## src/rtl/core/spq_pkg.sv

```systemverilog
// Package for the sorted priority queue: field widths, operation codes and
// the entry and control structs shared by the cells and the top level.
// Depends on nothing.
`timescale 1ns / 1ps

package spq_pkg;

  localparam int VALUE_W      = 32;
  localparam int PRIO_W       = 8;
  localparam int OCC_W        = 5;
  localparam int DEF_CAPACITY = 16;

  typedef logic signed [VALUE_W-1:0] value_t;
  typedef logic [PRIO_W-1:0]         prio_t;
  typedef logic [OCC_W-1:0]          occ_t;

  localparam value_t VALUE_UNDERFLOW = -32'sd1;
  localparam value_t VALUE_NONE      = 32'sd0;

  typedef enum logic [0:0] {
    OP_ENQ = 1'b0,
    OP_DEQ = 1'b1
  } op_t;

  typedef struct packed {
    value_t value;
    prio_t  prio;
  } entry_t;

  typedef struct packed {
    logic   enq;
    logic   deq;
    entry_t fresh;
  } cell_ctl_t;

endpackage

```

## src/rtl/core/spq_if.sv

```systemverilog
// Valid/ready channel interfaces for the input and result transfers of the
// sorted priority queue. Depends on spq_pkg.
`timescale 1ns / 1ps

interface spq_in_if import spq_pkg::*; ();
  logic  valid;
  logic  ready;
  logic  op;
  value_t value_in;
  prio_t prio_in;

  modport source (output valid, output op, output value_in, output prio_in, input ready);
  modport sink (input valid, input op, input value_in, input prio_in, output ready);
endinterface

interface spq_out_if import spq_pkg::*; ();
  logic   valid;
  logic   ready;
  value_t value_out;
  logic   underflow;
  logic   overflow;
  logic   is_empty;
  occ_t   occupancy;

  modport source (output valid, output value_out, output underflow, output overflow,
                  output is_empty, output occupancy, input ready);
  modport sink (input valid, input value_out, input underflow, input overflow,
                input is_empty, input occupancy, output ready);
endinterface

```

## src/rtl/core/spq_cell.sv

```systemverilog
// One slot of the sorted chain: holds a value and its priority, compares the
// incoming priority and takes the new entry or a neighbor's entry. Depends on spq_pkg.
`timescale 1ns / 1ps

module spq_cell import spq_pkg::*; (
  input  logic      clk,
  input  cell_ctl_t ctl,
  input  logic      occupied,
  input  logic      left_stay,
  input  entry_t    left_entry,
  input  entry_t    right_entry,
  output logic      stay,
  output entry_t    entry
);

  entry_t entry_r;
  entry_t entry_nxt;

  // An occupied slot whose priority is at least the new one stays ahead of it.
  assign stay  = occupied && (entry_r.prio >= ctl.fresh.prio);
  assign entry = entry_r;

  always_comb begin
    entry_nxt = entry_r;
    if (ctl.enq && !stay) begin
      entry_nxt = left_stay ? ctl.fresh : left_entry;
    end else if (ctl.deq) begin
      entry_nxt = right_entry;
    end
  end

  always_ff @(posedge clk) begin
    entry_r <= entry_nxt;
  end

endmodule

```

## src/rtl/core/sorted_priority_queue.sv

```systemverilog
// Top level of the sorted priority queue: a chain of CAPACITY slot cells, the
// entry count and the result register. Depends on spq_pkg, spq_if and spq_cell.
//
//   Channel | Direction | Carries
//   in_ch   | sink      | op, value_in, prio_in
//   out_ch  | source    | value_out, underflow, overflow, is_empty, occupancy
//
// All slots compare and shift in parallel.
// The result of a transfer appears in the result register in the next cycle.
// A new input transfer is taken whenever the result register is empty or is
// being emptied in the same cycle, so the rate is one item per cycle.
// Reset clears the count and the result valid flag; slot contents need none.
`timescale 1ns / 1ps

module sorted_priority_queue import spq_pkg::*; #(
  parameter int CAPACITY = DEF_CAPACITY
) (
  input  logic       clk,
  input  logic       rst_n,
  spq_in_if.sink     in_ch,
  spq_out_if.source  out_ch
);

  localparam int CNT_W = $clog2(CAPACITY + 1);

  logic [CNT_W-1:0] count_r;
  logic [CNT_W-1:0] count_nxt;
  logic             out_valid_r;
  value_t           value_out_r;
  logic             underflow_r;
  logic             overflow_r;
  logic             is_empty_r;
  occ_t             occupancy_r;

  logic      in_xfer;
  logic      is_deq;
  logic      full;
  logic      empty;
  cell_ctl_t ctl;

  entry_t    entries [CAPACITY];
  logic      stays   [CAPACITY];

  assign in_ch.ready = !out_valid_r || out_ch.ready;
  assign in_xfer     = in_ch.valid && in_ch.ready;
  assign is_deq      = (in_ch.op == OP_DEQ);
  assign full        = (count_r == CNT_W'(CAPACITY));
  assign empty       = (count_r == '0);

  assign ctl.enq         = in_xfer && !is_deq && !full;
  assign ctl.deq         = in_xfer && is_deq && !empty;
  assign ctl.fresh.value = in_ch.value_in;
  assign ctl.fresh.prio  = in_ch.prio_in;

  for (genvar i = 0; i < CAPACITY; i++) begin : g_cell
    localparam int LEFT  = (i == 0) ? 0 : i - 1;
    localparam int RIGHT = (i == CAPACITY - 1) ? i : i + 1;

    logic   occupied;
    logic   left_stay;
    entry_t left_entry;

    assign occupied   = (CNT_W'(i) < count_r);
    assign left_stay  = (i == 0) ? 1'b1 : stays[LEFT];
    assign left_entry = (i == 0) ? ctl.fresh : entries[LEFT];

    spq_cell u_cell (
      .clk         (clk),
      .ctl         (ctl),
      .occupied    (occupied),
      .left_stay   (left_stay),
      .left_entry  (left_entry),
      .right_entry (entries[RIGHT]),
      .stay        (stays[i]),
      .entry       (entries[i])
    );
  end

  always_comb begin
    count_nxt = count_r;
    if (ctl.enq) begin
      count_nxt = count_r + CNT_W'(1);
    end else if (ctl.deq) begin
      count_nxt = count_r - CNT_W'(1);
    end
  end

  always_ff @(posedge clk) begin
    if (!rst_n) begin
      count_r     <= '0;
      out_valid_r <= 1'b0;
    end else begin
      count_r <= count_nxt;
      if (in_xfer) begin
        out_valid_r <= 1'b1;
      end else if (out_ch.ready) begin
        out_valid_r <= 1'b0;
      end
    end
  end

  always_ff @(posedge clk) begin
    if (in_xfer) begin
      if (is_deq) begin
        value_out_r <= empty ? VALUE_UNDERFLOW : entries[0].value;
      end else begin
        value_out_r <= VALUE_NONE;
      end
      underflow_r <= is_deq && empty;
      overflow_r  <= !is_deq && full;
      is_empty_r  <= (count_nxt == '0);
      occupancy_r <= OCC_W'(count_nxt);
    end
  end

  assign out_ch.valid     = out_valid_r;
  assign out_ch.value_out = value_out_r;
  assign out_ch.underflow = underflow_r;
  assign out_ch.overflow  = overflow_r;
  assign out_ch.is_empty  = is_empty_r;
  assign out_ch.occupancy = occupancy_r;

endmodule

```

## src/flat_wrapper.sv

```systemverilog
// flat-port wrapper written by rule: the top's interface ports become plain ports
module sorted_priority_queue_flat import spq_pkg::*;
#(
  parameter int CAPACITY = DEF_CAPACITY
)
  (clk, rst_n, in_ch_valid, in_ch_op, in_ch_value_in, in_ch_prio_in, in_ch_ready, out_ch_valid, out_ch_value_out, out_ch_underflow, out_ch_overflow, out_ch_is_empty, out_ch_occupancy, out_ch_ready);
  spq_in_if in_ch_i ();
  spq_out_if out_ch_i ();
  input  logic clk;
  input  logic rst_n;
  input wire logic [$bits(in_ch_i.valid)-1:0] in_ch_valid;
  input wire logic [$bits(in_ch_i.op)-1:0] in_ch_op;
  input wire logic [$bits(in_ch_i.value_in)-1:0] in_ch_value_in;
  input wire logic [$bits(in_ch_i.prio_in)-1:0] in_ch_prio_in;
  output wire logic [$bits(in_ch_i.ready)-1:0] in_ch_ready;
  output wire logic [$bits(out_ch_i.valid)-1:0] out_ch_valid;
  output wire logic [$bits(out_ch_i.value_out)-1:0] out_ch_value_out;
  output wire logic [$bits(out_ch_i.underflow)-1:0] out_ch_underflow;
  output wire logic [$bits(out_ch_i.overflow)-1:0] out_ch_overflow;
  output wire logic [$bits(out_ch_i.is_empty)-1:0] out_ch_is_empty;
  output wire logic [$bits(out_ch_i.occupancy)-1:0] out_ch_occupancy;
  input wire logic [$bits(out_ch_i.ready)-1:0] out_ch_ready;
  assign in_ch_i.valid = in_ch_valid;
  assign in_ch_i.op = in_ch_op;
  assign in_ch_i.value_in = in_ch_value_in;
  assign in_ch_i.prio_in = in_ch_prio_in;
  assign in_ch_ready = in_ch_i.ready;
  assign out_ch_valid = out_ch_i.valid;
  assign out_ch_value_out = out_ch_i.value_out;
  assign out_ch_underflow = out_ch_i.underflow;
  assign out_ch_overflow = out_ch_i.overflow;
  assign out_ch_is_empty = out_ch_i.is_empty;
  assign out_ch_occupancy = out_ch_i.occupancy;
  assign out_ch_i.ready = out_ch_ready;
  sorted_priority_queue #(.CAPACITY(CAPACITY)) u_core (.clk(clk), .rst_n(rst_n), .in_ch(in_ch_i), .out_ch(out_ch_i));
endmodule
```

## config.mk

```make
export PLATFORM = sky130hd
export DESIGN_NAME = sorted_priority_queue_flat
export DESIGN_NICKNAME = d
export VERILOG_FILES = /design/src/rtl/core/spq_pkg.sv /design/src/rtl/core/spq_if.sv /design/src/rtl/core/spq_cell.sv /design/src/rtl/core/sorted_priority_queue.sv /design/src/flat_wrapper.sv
export SDC_FILE = /design/constraint.sdc
export NUM_CORES = 2
export LEC_CHECK = 0
export BUFFER_PORTS_ARGS = -buffer_cell sky130_fd_sc_hd__buf_2
export CAP_MARGIN = 40
export CORE_MARGIN = 4
export CORE_UTILIZATION = 35
export CTS_CLUSTER_DIAMETER = 100
export DETAILED_ROUTE_END_ITERATION = 10
export GPL_ROUTABILITY_DRIVEN = 1
export SLEW_MARGIN = 20
export SYNTH_ARGS = -nofsm -noshare
export SYNTH_HDL_FRONTEND = slang
export SYNTH_SLANG_ARGS = --single-unit
export TNS_END_PERCENT = 5
```

## constraint.sdc

```tcl
create_clock -name clk -period 5.4 [get_ports clk]
set_input_delay 0.54 -clock clk [delete_from_list [all_inputs] [get_ports clk]]
set_output_delay 0.54 -clock clk [all_outputs]
set_load 0.1 [all_outputs]
```

==> reports/qor.txt <==
STATUS
------------------------------------------------------------------------------
Status                                                            finished, final reports clean

TIMING
------------------------------------------------------------------------------
Relative slew slack                                                      40.5%
Max Fclk                                                             0.256 GHz
Ratio of final minimum period to clock period                            72.3%
Hold violation total from the final report                                   0
Total negative slack for setup checks                                     0 ns
Setup violators final                                                        0
Worst slew pin tran                                                   0.892 ns
Setup repair after global routing missed its margin                      false
Final worst-path setup slack                                           1.50 ns
Setup clock skew after layout                                        0.0333 ns
Final Slew Violations                                                        0
Min cycle time layout                                                  3.90 ns

GLOBAL ROUTING
------------------------------------------------------------------------------
Wire length of the first global-routing pass                            157 mm
Via count of the first global-routing pass                               25000
Antenna violations before repair                                             2
Overall Global Routing Usage                                             18.2%
Global route overflow                                                        0
Largest net degree at the start of global routing                           81

CLOCK NETWORK
------------------------------------------------------------------------------
CTS hold repair buffers                                                      0
CTS clk-pin slew, worst paths                                          0.05 ns
Max H-tree Level                                                             3
Buffer depth of the longest clock path                                       3
Clock tree from TritonCTS                                                 done
Sinks on the clock net                                                     686
Library cell used as clock root buffer                            sky130_fd_sc_hd__clkbuf_16
Buffer count from post-CTS setup fixing                                      0
Number of buffers created by CTS                                            80
Clock Latency Late Sink                                                0.64 ns
Post-cts sizing count                                                        0

FLOORPLANNING
------------------------------------------------------------------------------
Core outline area                                                   104000 um2
Cell Rows                                                                  118
I/O pin count                                                               87
Die area                                                            110000 um2
Width of the chip                                                       331 um
Die boundary height                                                     331 um
Starting density of the core                                             35.3%

SETUP PATH
------------------------------------------------------------------------------
Max stage delay cell, worst path                                  sky130_fd_sc_hd__and4b_4
Arrival time of data at the critical path endpoint                     4.17 ns
CP Buf/Inv Count                                                             4
List of cells traversed by the critical path                      inv_1 -> ha_1 -> nand4bb_1 -> and4b_4 -> buf_4 -> o21ai_4 -> buf_4 -> nand2_2 -> buf_4
Type of the worst setup path                                      register to register
Critical path required time                                            5.67 ns
Dominant cell type by count on the critical path                  sky130_fd_sc_hd__buf_4
Kind of cell adding the most delay to the critical path           simple AND/OR/NAND/NOR gates
Crit. End Element                                                     register
Crit start category                                                   register
Max stage delay on crit path                                           0.65 ns
Maximum fanout count along the critical path                                26

SYNTH
------------------------------------------------------------------------------
Library cells used by synthesis                                             53
Sequential cell area fraction in the yosys report                        56.1%
Net count of the mapped netlist                                           3382
Number of enable-type register cells in the synthesized netlist            680
Fraction of registers with async set/reset                                  0%
Commonest cells in the netlist                                    680 x sky130_fd_sc_hd__edfxtp_1, 609 x sky130_fd_sc_hd__nand2_1, 561 x sky130_fd_sc_hd__mux2i_1, 529 x sky130_fd_sc_hd__o21ai_0, 169 x sky130_fd_sc_hd__a21oi_1
Commonest register cell after synthesis                           sky130_fd_sc_hd__edfxtp_1
Proportion of netlist area held by the largest area contributor          55.8%
Most frequent cell after synthesis                                sky130_fd_sc_hd__edfxtp_1
Synthesized area divided by synthesized cell count                    11.4 um2
Biggest area contributors in the synthesized netlist              sky130_fd_sc_hd__edfxtp_1 56%, sky130_fd_sc_hd__mux2i_1 15%, sky130_fd_sc_hd__o21ai_0 7.2%
Leading area contributor after synthesis                          sky130_fd_sc_hd__edfxtp_1
Synthesis warning total                                                      0
Number of instances in the synthesized netlist                            3205
Synth Register Bits                                                        686
Netlist Area Pre-Place                                               36600 um2

WORST HOLD PATH
------------------------------------------------------------------------------
Worst min-delay path category                                     input pin to register

POWER
------------------------------------------------------------------------------
Net switching component of the power                                   5.94 mW
Internal power of the cells                                            11.8 mW
Sequential group share of total power                                    44.2%
Pwr per Cell Area                                                   428 nW/um2
Net Sw Frac                                                              33.4%
Static leakage                                                         14.9 nW
Post-layout power                                                      17.8 mW
Combinational power share                                                26.2%
Share of power burned in the clock network                               29.6%
Worst supply voltage drop on vdd                                    0.000314 V

LAYOUT
------------------------------------------------------------------------------
Layout cell share with drive strength beyond 1                           11.7%
Area growth, synth to finish                                             13.6%
Finished Layout Cells                                                     4650
Area of the multi-input gates                                        15200 um2
Total of fill cells in the finished design                                9935
Footprint of the flip-flops and latches                              20500 um2
NumNets Final                                                             3388

PLACE
------------------------------------------------------------------------------
Port Buffers                                                                86
Placement-stage worst setup slack                                      1.38 ns
Gpl congestion                                                           0.829
Placed cell count                                                         4506
Half-perimeter wire length of the detailed placement result            67.4 mm

ROUTING
------------------------------------------------------------------------------
1st-pass router iterations                                                   5
First-iteration detailed-routing DRC count                                2193
Routed WL                                                               104 mm
Via count                                                                25200
Antenna viol nets, final                                                     0
Routed via count divided by cell count                                    5.43
DR WL/cell                                                             22.3 um
Drt drc                                                                      0

FLOW RUN
------------------------------------------------------------------------------
Total of max-cap violations                                                  0

## path summary, 6_finish.rpt
check	to	cells past startpoint	from	slack [ns]
hold reg to reg	u_core.out_ch.value_out[26]$_SDFFCE_PN0N_	2	u_core.g_cell[0].u_cell.entry[34]$_DFFE_PP_	0.54
setup reg to reg	u_core.g_cell[3].u_cell.entry[23]$_DFFE_PP_	9	u_core.count_r[1]$_SDFF_PN0_	1.50
setup / recovery	u_core.g_cell[3].u_cell.entry[23]$_DFFE_PP_	9	u_core.count_r[1]$_SDFF_PN0_	1.50
hold / removal	u_core.count_r[3]$_SDFF_PN0_	2	rst_n	0.19
## power groups by stage
stage	Clock, mW	Sequential, mW	Combinational [mW]
floorplan	0	8.18	2.76
global placement	0	7.95	4.49
detailed placement	0	7.96	4.63
CTS	5.35	7.86	4.65
global route	5.59	7.97	5.09
finish	5.26	7.87	4.66
## cells by family (layout without fill, tap and decap cells)
family,count (synthesis),in the layout,share of synthesized area (%)
other,0,2,0
XOR/XNOR,4,4,0.0957
multiplexers,627,627,17.7
flip-flops,686,686,56.1
adder cells (fa/ha/maj),132,132,4.51
AND/OR/NAND/NOR,743,743,8.06
AO/OA/AOI/OAI,743,743,10.4
buffers and inverters,270,333,3.09
## metal layers
metal	up-vias	track usage [%]	routed length [um]	share of wire, %
met2	691	29.8	48200	47
met3	131	2.79	5520	5.3
met5	-	0	13	0.013
met1	12600	25.7	47900	46
met4	2	4.10	1990	1.9
li1	11800	-	-	-
## area by class of cell
class	instances	share of cell area (%)
inverter	29	0.262
timing repair buffer	165	3.59
multi-input combinational	2249	36.7
sequential	686	49.4
antenna	2	0.0120
clock inverter	31	0.824
clock buffer	108	5.11
tap	1380	4.15
## state kept, by name, summed over array words and instances, names as in the netlist
signal and count:
u_core.out_ch.is_empty 1, u_core.count_r 5, u_core.out_ch.overflow 1, u_core.out_ch.value_out 32, u_core.g_cell.u_cell.entry 640, u_core.out_ch.occupancy 5, u_core.out_ch.underflow 1, u_core.out_ch.valid 1
## cell usage in the layout, fill, tap and decap left out, types with 3 or more instances in the layout
| cell | instances |
|---|---|
| sky130_fd_sc_hd__mux2_4 | 32 |
| sky130_fd_sc_hd__clkinv_2 | 7 |
| sky130_fd_sc_hd__nor2_1 | 59 |
| sky130_fd_sc_hd__ha_1 | 132 |
| sky130_fd_sc_hd__mux2i_1 | 561 |
| sky130_fd_sc_hd__xor2_1 | 3 |
| sky130_fd_sc_hd__nand2b_1 | 7 |
| sky130_fd_sc_hd__and2_2 | 3 |
| sky130_fd_sc_hd__bufinv_16 | 4 |
| sky130_fd_sc_hd__nand4_1 | 7 |
| sky130_fd_sc_hd__buf_12 | 28 |
| sky130_fd_sc_hd__a211oi_1 | 10 |
| sky130_fd_sc_hd__a21o_1 | 5 |
| sky130_fd_sc_hd__nor2_4 | 11 |
| sky130_fd_sc_hd__buf_16 | 6 |
| sky130_fd_sc_hd__o21ai_0 | 529 |
| sky130_fd_sc_hd__clkinv_1 | 12 |
| sky130_fd_sc_hd__o21ai_4 | 11 |
| sky130_fd_sc_hd__edfxtp_1 | 680 |
| sky130_fd_sc_hd__nor2b_1 | 11 |
| sky130_fd_sc_hd__dfxtp_1 | 6 |
| sky130_fd_sc_hd__inv_6 | 3 |
| sky130_fd_sc_hd__nand2_1 | 593 |
| sky130_fd_sc_hd__buf_4 | 44 |
| sky130_fd_sc_hd__buf_2 | 87 |
| sky130_fd_sc_hd__and2_1 | 6 |
| sky130_fd_sc_hd__nand2_2 | 16 |
| sky130_fd_sc_hd__a31oi_1 | 3 |
| sky130_fd_sc_hd__inv_1 | 29 |
| sky130_fd_sc_hd__a21oi_1 | 168 |
| sky130_fd_sc_hd__mux2_2 | 34 |
| sky130_fd_sc_hd__clkbuf_16 | 80 |
| sky130_fd_sc_hd__clkbuf_1 | 26 |
| sky130_fd_sc_hd__nor3_1 | 14 |
## through the flow
step / cell area, um2 / utilization, % / hold slack (ns)
detailed placement: 39100 / 37.7 / 0.534
finish: 41600 / 40.1 / 0.187
CTS: 41500 / 40.1 / 0.150
floorplan: 36600 / - / 0.516
global placement: 38800 / 37.4 / 0.528
global route: 41600 / 40.1 / 0.174
## worst register-to-register path: cells and delay by family, from the launching register on
| kind | cells | cell delay (ns) |
|---|---|---|
| compound gates | 1 | 0.09 |
| simple gates | 3 | 1.34 |
| fa+ha+maj | 1 | 0.26 |
| buf+inv | 4 | 1.30 |
| flops | 1 | 0.51 |
(Power assumes the default switching activity.)
